## src/rtl/core/fqp_pkg.sv

```systemverilog
// ----------------------------------------------------------------------------
// fqp_pkg
// Shared types and constants for the FASTQ record parser.
// ----------------------------------------------------------------------------
package fqp_pkg;

  // Parser phase
  typedef enum logic [2:0] {
    PH_SEEK  = 3'd0,
    PH_SKIP1 = 3'd1,
    PH_HDR   = 3'd2,
    PH_SEQ   = 3'd3,
    PH_SKIP2 = 3'd4,
    PH_PLUS  = 3'd5,
    PH_QUAL  = 3'd6
  } phase_e;

  // Result word kinds
  typedef enum logic [2:0] {
    KIND_HDR   = 3'd0,
    KIND_SEQ   = 3'd1,
    KIND_PLUS  = 3'd2,
    KIND_QUAL  = 3'd3,
    KIND_DONE  = 3'd4,
    KIND_NONE  = 3'd5,
    KIND_TRUNC = 3'd6,
    KIND_LOW   = 3'd7
  } kind_e;

  // Configuration register indexes
  localparam int unsigned CfgIdxW = 2;
  localparam logic [CfgIdxW-1:0] REG_ENCODING = 2'd0;
  localparam logic [CfgIdxW-1:0] REG_MIN_Q    = 2'd1;
  localparam logic [CfgIdxW-1:0] REG_MAX_Q    = 2'd2;

  // Reset values
  localparam logic       RstEncoding = 1'b0;
  localparam logic [7:0] RstMinQ     = 8'd48;
  localparam logic [7:0] RstMaxQ     = 8'd108;

  // Characters
  localparam logic [7:0] ChAt      = 8'h40;  // '@'
  localparam logic [7:0] ChBang    = 8'h21;  // '!'
  localparam logic [7:0] ChNewline = 8'h0a;
  localparam logic [7:0] ChSpace   = 8'h20;
  localparam logic [7:0] ChTab     = 8'h09;
  localparam logic [7:0] ChCr      = 8'h0d;

  // Configuration bundle
  typedef struct packed {
    logic       encoding;
    logic [7:0] min_q;
    logic [7:0] max_q;
  } cfg_t;

  // Outcome of one parse step
  typedef struct packed {
    logic       emit;
    kind_e      kind;
    logic [7:0] value;
    phase_e     phase;
  } step_t;

endpackage

```

## src/rtl/core/fqp_cfg.sv

```systemverilog
// ----------------------------------------------------------------------------
// fqp_cfg
// Configuration register file: encoding select and quality code range.
// ----------------------------------------------------------------------------
module fqp_cfg (
  input  logic                           clk_i,
  input  logic                           rst_ni,
  input  logic                           wr_en_i,
  input  logic [fqp_pkg::CfgIdxW-1:0]    wr_index_i,
  input  logic [7:0]                     wr_data_i,
  output fqp_pkg::cfg_t                  cfg_o
);

  fqp_pkg::cfg_t cfg_q, cfg_d;

  // Register write decode; unknown indexes are dropped
  always_comb begin
    cfg_d = cfg_q;
    if (wr_en_i) begin
      case (wr_index_i)
        fqp_pkg::REG_ENCODING: cfg_d.encoding = wr_data_i[0];
        fqp_pkg::REG_MIN_Q:    cfg_d.min_q    = wr_data_i;
        fqp_pkg::REG_MAX_Q:    cfg_d.max_q    = wr_data_i;
        default:               cfg_d          = cfg_q;
      endcase
    end
  end

  always_ff @(posedge clk_i or negedge rst_ni) begin
    if (!rst_ni) begin
      cfg_q.encoding <= fqp_pkg::RstEncoding;
      cfg_q.min_q    <= fqp_pkg::RstMinQ;
      cfg_q.max_q    <= fqp_pkg::RstMaxQ;
    end else begin
      cfg_q <= cfg_d;
    end
  end

  assign cfg_o = cfg_q;

endmodule

```

## src/rtl/core/fqp_step.sv

```systemverilog
// ----------------------------------------------------------------------------
// fqp_step
// One parse step: next phase and optional result word for one input word.
// ----------------------------------------------------------------------------
module fqp_step (
  input  fqp_pkg::phase_e phase_i,
  input  logic [7:0]      byte_i,
  input  logic            eoi_i,
  input  fqp_pkg::cfg_t   cfg_i,
  output fqp_pkg::step_t  step_o
);

  fqp_pkg::phase_e  ph_eff;
  logic             skip_space;
  logic             is_nl;
  logic             is_ws;
  logic [7:0]       offset;
  logic signed [9:0] qual;
  logic signed [9:0] lim;
  logic [7:0]       qual_code;

  assign is_nl = (byte_i == fqp_pkg::ChNewline);
  assign is_ws = (byte_i == fqp_pkg::ChSpace) ||
                 ((byte_i >= fqp_pkg::ChTab) && (byte_i <= fqp_pkg::ChCr));

  // Leading spaces fold into the line that follows them
  always_comb begin
    skip_space = 1'b0;
    ph_eff     = phase_i;
    case (phase_i)
      fqp_pkg::PH_SKIP1: begin
        skip_space = (byte_i == fqp_pkg::ChSpace);
        ph_eff     = fqp_pkg::PH_HDR;
      end
      fqp_pkg::PH_SKIP2: begin
        skip_space = (byte_i == fqp_pkg::ChSpace);
        ph_eff     = fqp_pkg::PH_PLUS;
      end
      default: ph_eff = phase_i;
    endcase
  end

  // Quality rebase and saturation
  assign offset    = cfg_i.encoding ? fqp_pkg::ChBang : fqp_pkg::ChAt;
  assign qual      = $signed({2'b00, byte_i}) - $signed({2'b00, offset});
  assign lim       = $signed({2'b00, cfg_i.max_q}) - $signed({2'b00, cfg_i.min_q});
  assign qual_code = (qual > lim) ? cfg_i.max_q : (qual[7:0] + cfg_i.min_q);

  // Phase transition and result
  always_comb begin
    step_o.emit  = 1'b0;
    step_o.kind  = fqp_pkg::KIND_HDR;
    step_o.value = byte_i;
    step_o.phase = phase_i;
    if (eoi_i) begin
      step_o.emit  = 1'b1;
      step_o.value = 8'd0;
      step_o.phase = fqp_pkg::PH_SEEK;
      case (phase_i)
        fqp_pkg::PH_SKIP1,
        fqp_pkg::PH_HDR,
        fqp_pkg::PH_SEQ:   step_o.kind = fqp_pkg::KIND_TRUNC;
        fqp_pkg::PH_SKIP2,
        fqp_pkg::PH_PLUS,
        fqp_pkg::PH_QUAL:  step_o.kind = fqp_pkg::KIND_DONE;
        default:           step_o.kind = fqp_pkg::KIND_NONE;
      endcase
    end else if (!skip_space) begin
      case (ph_eff)
        fqp_pkg::PH_HDR: begin
          step_o.phase = is_nl ? fqp_pkg::PH_SEQ : fqp_pkg::PH_HDR;
          step_o.emit  = !is_nl;
          step_o.kind  = fqp_pkg::KIND_HDR;
        end
        fqp_pkg::PH_SEQ: begin
          step_o.phase = is_nl ? fqp_pkg::PH_SKIP2 : fqp_pkg::PH_SEQ;
          step_o.emit  = !is_ws;
          step_o.kind  = fqp_pkg::KIND_SEQ;
        end
        fqp_pkg::PH_PLUS: begin
          step_o.phase = is_nl ? fqp_pkg::PH_QUAL : fqp_pkg::PH_PLUS;
          step_o.emit  = !is_nl;
          step_o.kind  = fqp_pkg::KIND_PLUS;
        end
        fqp_pkg::PH_QUAL: begin
          step_o.emit = 1'b1;
          if (is_nl) begin
            step_o.phase = fqp_pkg::PH_SEEK;
            step_o.kind  = fqp_pkg::KIND_DONE;
            step_o.value = 8'd0;
          end else if (qual < 0) begin
            step_o.phase = fqp_pkg::PH_SEEK;
            step_o.kind  = fqp_pkg::KIND_LOW;
          end else begin
            step_o.kind  = fqp_pkg::KIND_QUAL;
            step_o.value = qual_code;
          end
        end
        default: begin
          // Seek: wait for the record marker
          step_o.phase = (byte_i == fqp_pkg::ChAt) ? fqp_pkg::PH_SKIP1 : fqp_pkg::PH_SEEK;
        end
      endcase
    end
  end

endmodule

```

## src/rtl/core/fastq_record_parser.sv

```systemverilog
// ----------------------------------------------------------------------------
// fastq_record_parser
// Streaming FASTQ parser: tags header, sequence, plus and quality bytes.
// ----------------------------------------------------------------------------
// Usage:
//   Input channel (in_valid_i / in_stall_o) carries one word per cycle while
//   in_stall_o is low: a file byte or an end-of-input mark. Output channel
//   (out_valid_o / out_stall_i) carries at most one result word per input
//   word: a tagged byte, a converted quality code, a record status or a
//   low-quality error. Words that are skipped (bytes before '@', spaces,
//   line ends other than the quality line end) give none. Each accepted
//   word passes through the input register, then through the phase logic
//   into the output register. Throughput is one word per cycle unless the
//   receiver stalls, set by the phase update into the output register.
//   When the receiver stalls, the result holds and one more word waits in
//   the input register; after that in_stall_o rises in the same cycle.
//   Configuration writes (cfg_valid_i with cfg_index_i, cfg_data_i) are
//   always ready and must only be issued while the parser is idle.
//   Reset clears the phase to record seek, empties both registers and
//   restores encoding '@', min code 48 and max code 108.
// ----------------------------------------------------------------------------
module fastq_record_parser (
  input  logic                        clk_i,
  input  logic                        rst_ni,
  // input words
  input  logic                        in_valid_i,
  output logic                        in_stall_o,
  input  logic [7:0]                  in_byte_i,
  input  logic                        end_of_input_i,
  // result words
  output logic                        out_valid_o,
  input  logic                        out_stall_i,
  output logic [2:0]                  kind_o,
  output logic [7:0]                  value_o,
  // configuration writes
  input  logic                        cfg_valid_i,
  output logic                        cfg_ready_o,
  input  logic [fqp_pkg::CfgIdxW-1:0] cfg_index_i,
  input  logic [7:0]                  cfg_data_i
);

  fqp_pkg::cfg_t   cfg;
  fqp_pkg::step_t  step;
  fqp_pkg::phase_e phase_q;

  logic       in_acc;
  logic       s1_adv;
  logic       s1_valid_q, s1_valid_d;
  logic [7:0] s1_byte_q;
  logic       s1_eoi_q;
  logic       out_valid_q, out_valid_d;
  logic [2:0] out_kind_q;
  logic [7:0] out_value_q;

  // Configuration registers
  assign cfg_ready_o = 1'b1;

  fqp_cfg u_cfg (
    .clk_i      (clk_i),
    .rst_ni     (rst_ni),
    .wr_en_i    (cfg_valid_i),
    .wr_index_i (cfg_index_i),
    .wr_data_i  (cfg_data_i),
    .cfg_o      (cfg)
  );

  // Handshake: input register advances unless the result is held
  assign s1_adv     = s1_valid_q && !(out_valid_q && out_stall_i);
  assign in_stall_o = s1_valid_q && out_valid_q && out_stall_i;
  assign in_acc     = in_valid_i && !in_stall_o;

  assign s1_valid_d  = in_acc ? 1'b1 : (s1_adv ? 1'b0 : s1_valid_q);
  assign out_valid_d = s1_adv ? step.emit :
                       ((out_valid_q && !out_stall_i) ? 1'b0 : out_valid_q);

  // Input register
  always_ff @(posedge clk_i or negedge rst_ni) begin
    if (!rst_ni) begin
      s1_valid_q <= 1'b0;
    end else begin
      s1_valid_q <= s1_valid_d;
    end
  end

  always_ff @(posedge clk_i) begin
    if (in_acc) begin
      s1_byte_q <= in_byte_i;
      s1_eoi_q  <= end_of_input_i;
    end
  end

  // Parse step
  fqp_step u_step (
    .phase_i (phase_q),
    .byte_i  (s1_byte_q),
    .eoi_i   (s1_eoi_q),
    .cfg_i   (cfg),
    .step_o  (step)
  );

  // Phase and output valid
  always_ff @(posedge clk_i or negedge rst_ni) begin
    if (!rst_ni) begin
      phase_q     <= fqp_pkg::PH_SEEK;
      out_valid_q <= 1'b0;
    end else begin
      if (s1_adv) begin
        phase_q <= step.phase;
      end
      out_valid_q <= out_valid_d;
    end
  end

  // Result payload
  always_ff @(posedge clk_i) begin
    if (s1_adv && step.emit) begin
      out_kind_q  <= step.kind;
      out_value_q <= step.value;
    end
  end

  assign out_valid_o = out_valid_q;
  assign kind_o      = out_kind_q;
  assign value_o     = out_value_q;

endmodule

```

## config.mk

```make
export PLATFORM = sky130hd
export DESIGN_NAME = fastq_record_parser
export DESIGN_NICKNAME = d
export VERILOG_FILES = /design/src/rtl/core/fqp_pkg.sv /design/src/rtl/core/fqp_cfg.sv /design/src/rtl/core/fqp_step.sv /design/src/rtl/core/fastq_record_parser.sv
export SDC_FILE = /design/constraint.sdc
export NUM_CORES = 1
export LEC_CHECK = 0
export BUFFER_PORTS_ARGS = -buffer_cell sky130_fd_sc_hd__buf_2
export CORE_UTILIZATION = 50
export CTS_CLUSTER_SIZE = 8
export DETAILED_ROUTE_END_ITERATION = 10
export PLACE_DENSITY = 0.7
export SLEW_MARGIN = 0
export SYNTH_ARGS = -nofsm -noshare
export SYNTH_HDL_FRONTEND = slang
export SYNTH_SLANG_ARGS = --single-unit
export TNS_END_PERCENT = 30
```

## constraint.sdc

```tcl
create_clock -name clk_i -period 11 [get_ports clk_i]
set_clock_uncertainty 0.2 [all_clocks]
set_input_delay 0 -clock clk_i [delete_from_list [all_inputs] [get_ports clk_i]]
set_output_delay 0 -clock clk_i [all_outputs]
set_load 0.02 [all_outputs]
```

==> flow_summary_export.csv <==
group,metric,value,unit
status,status,"finished, final reports clean",
die,die_h,81.0,um
global_routing,grt-ovfl-total,0,
clock_tree,htreeDepth,2,
setup_path,reg2reg_from,"s1_byte_q[0]",
die,start_util,52.4,%
global_routing,antenna_found_initial,0,
power,swShare,40.4,%
sta,tightest_slew,1040,ps
yosys,synth-seq-cells,42,
sta,hold_viol,0,
detailed_routing,met3_wirelength,410,um
clock_tree,cts_tree,"built",
detailed_routing,initialDrtViolationCount,212,
power,pwr-share-comb,51.0,%
cells_and_area,antenna_cells,0,
die,ios,38,
clock_tree,cts_buffers,5,
sta,fmax,0.219,GHz
power,intPower,0.408,mW
setup_path,cp.arrival,4410,ps
sta,setup_tns,0,ps
setup_path,critPathLaunchType,"flip-flop",
clock_tree,path_clk_slew,90,ps
yosys,synth-async-reset-ratio,52.4,%
detailed_routing,vias_per_cell,5.67,
yosys,synth_edf_count,20,
power,power_frac_seq,34.0,%
sta,setup_viol_count_final,0,
clock_tree,clk_path_buf_depth,2,
yosys,avgSynthCellArea,10.0,sq um
power,power_leakage,1.55,nW
setup_path,critical_path_class,"flip-flop to flip-flop",
sta,final.min_clock_period,4570,ps
yosys,synth.cell_area,0.00312,sq mm
detailed_routing,via_count,2507,
yosys,syn-num-nets,365,
power,p_per_area,187,mW/mm^2
clock_tree,cts.sinks,42,
detailed_routing,first_pass_iters,5,
yosys,ys_seq_area_share,37.1,%
detailed_routing,highest_layer,"met4",
cells_and_area,fillers,512,
setup_path,crit_fanout,10,
detailed_routing,dr_wl_met2,2940,um
yosys,synthDistinctLibCells,61,
global_routing,grt_pass1_vias,2326,
sta,fin_hold_ws,14.8,ps
clock_tree,clk_latency,300,ps
detailed_routing,antenna_left,0,
power,power_switching,0.276,mW
cells_and_area,final_common_cell,"buf_2",
cells_and_area,nNetsFinal,420,
sta,slew_headroom,30.5,%
sta,rsz0062_at_grt,"no",
placed_design,globalplace.congestion,0.873,
clock_tree,root_buffer,"clkbuf_8",
yosys,synthCells,311,
yosys,ys_warn_count,0,
sta,slew_violations,0,
power,power.ir.vdd_worst,90.5,uV
sta,fin_ws,6430,ps
detailed_routing,routed_wl,6700,um
global_routing,grt_pass1_wl,11100,um
setup_path,required,10850,ps
flow_run,maxCapViolations,0,
cells_and_area,final_cell_mix,"36 x buf_2, 28 x ha_1, 24 x inv_1",
placed_design,hpwl,5000,um
die,die_area,0.00657,sq mm
setup_path,worstSetupEndpointType,"flip-flop",
die,rows,28,
setup_path,crit_path_start,"s1_byte_q[0]",
placed_design,pre_cts_ws,6480,ps
cells_and_area,syn_to_final_growth,17.1,%
detailed_routing,routedWlPerCell,15.2,um
yosys,ys.flop_type,"edfxtp_1",
global_routing,grt_usage,22.4,%
cells_and_area,drive_above_1_share,20.7,%
die,core_area,0.00596,sq mm
clock_tree,cts_resized,0,
detailed_routing,wirelength_met1,3210,um
global_routing,grt_max_degree,23,
power,clockPowerShare,15.0,%
die,die_x,81.0,um
hold_path,hp-class,"input pin to async pin",
detailed_routing,drcViolationCount,0,
sta,period_share,41.5,%
placed_design,portBuffers,36,
cell usage after synthesis, types with 4 or more instances:
master / number / area, sq um
ha_1: 28 / 350
inv_1: 24 / 90.1
edfxtp_1: 20 / 601
nor2_1: 19 / 71.3
o21ai_0: 19 / 95.1
dfrtp_1: 16 / 400
mux2_2: 16 / 180
a21oi_1: 15 / 75.1
nand2_1: 12 / 45.0
xnor2_1: 12 / 105
nand3_1: 10 / 50.1
nor3_1: 9 / 45.0
mux2i_1: 7 / 70.1
a211oi_1: 6 / 45.0
clkbuf_1: 6 / 22.5
dfstp_2: 6 / 158
nand2b_1: 6 / 37.5
nor2b_1: 6 / 37.5
xor2_1: 5 / 43.8
o21a_1: 4 / 30.0
cells by family after synthesis:
kind of cell	Yosys count	share of synthesized area [%]
AND/OR/NAND/NOR	83	15.0
AO/OA/AOI/OAI	79	17.5
flip-flops	42	37.1
buffers and inverters	36	5.01
adder cells (fa/ha/maj)	30	12.5
multiplexers	23	8.01
XOR/XNOR	17	4.77
other	1	0.120
power groups by stage:
stage	registers, mW	clock network (mW)	logic, mW
floorplan	0.227	0	0.273
global placement	0.235	0	0.329
detailed placement	0.235	0	0.340
CTS	0.232	0.104	0.348
global route	0.237	0.111	0.395
finish	0.233	0.102	0.349
flip-flops by register name (all words and copies together) (netlist names):
signal and flops:
kind_o 3, out_valid_o 1, phase_q 3, s1_byte_q 8, s1_eoi_q 1, s1_valid_q 1, u_cfg.cfg_o 17, value_o 8
routing by layer:
layer  up-vias  global-route usage (%)
met4         0                    7.86
li1       1267                       -
met3        15                    3.48
met2        96                    34.6
met1      1129                    31.7
met5         -                       0
per-stage QoR:
step,instance area [sq um],utilization [%],total power [mW],std cells
3_3_place_gp,3340,56.1,0.564,411
2_1_floorplan,3120,-,0.499,311
4_1_cts,3660,61.4,0.685,442
5_1_grt,3660,61.4,0.743,442
6_report,3660,61.4,0.684,442
3_5_place_dp,3340,56.1,0.575,411
path summary, 6_finish.rpt:
kind | end | slack [ps] | cells past startpoint
hold reg to reg | u_cfg.cfg_o[0] | 360 | 1
max in group asynchronous | u_cfg.cfg_o[12] | 10210 | 2
hold / removal | out_valid_o | 10 | 2
setup / recovery | value_o[1] | 6430 | 13
setup reg to reg | value_o[1] | 6430 | 13
min in group clk_i | s1_byte_q[0] | 210 | 2
worst max-delay path, cell delays in order, from the launching register on:
cell and delay, ps:
edfxtp_1 510, inv_1 100, ha_1 190, ha_1 220
or4b_4 510, a21oi_1 190, xnor2_1 150, ha_1 330
nand3_1 120, or3_1 360, o211a_1 140, o22ai_1 800
nor3_1 110, a311o_1 380
repair_timing:
item,in CTS,in global routing
hold buffers,23,0
buffers inserted,0,0
endpoints found under the setup margin,0,0
endpoints found under the hold margin,50,0
layout make-up:
type,count,area [sq um],share of cell area [%]
well taps,75,93.8,2.56
repair buffers,60,418,11.4
multi-input cells,233,1810,49.4
inverters,24,90.1,2.46
clock inverters,3,21.3,0.581
flip-flops and latches,42,1160,31.7
clock buffers,5,68.8,1.88
Power figures use the tool's default switching activity.
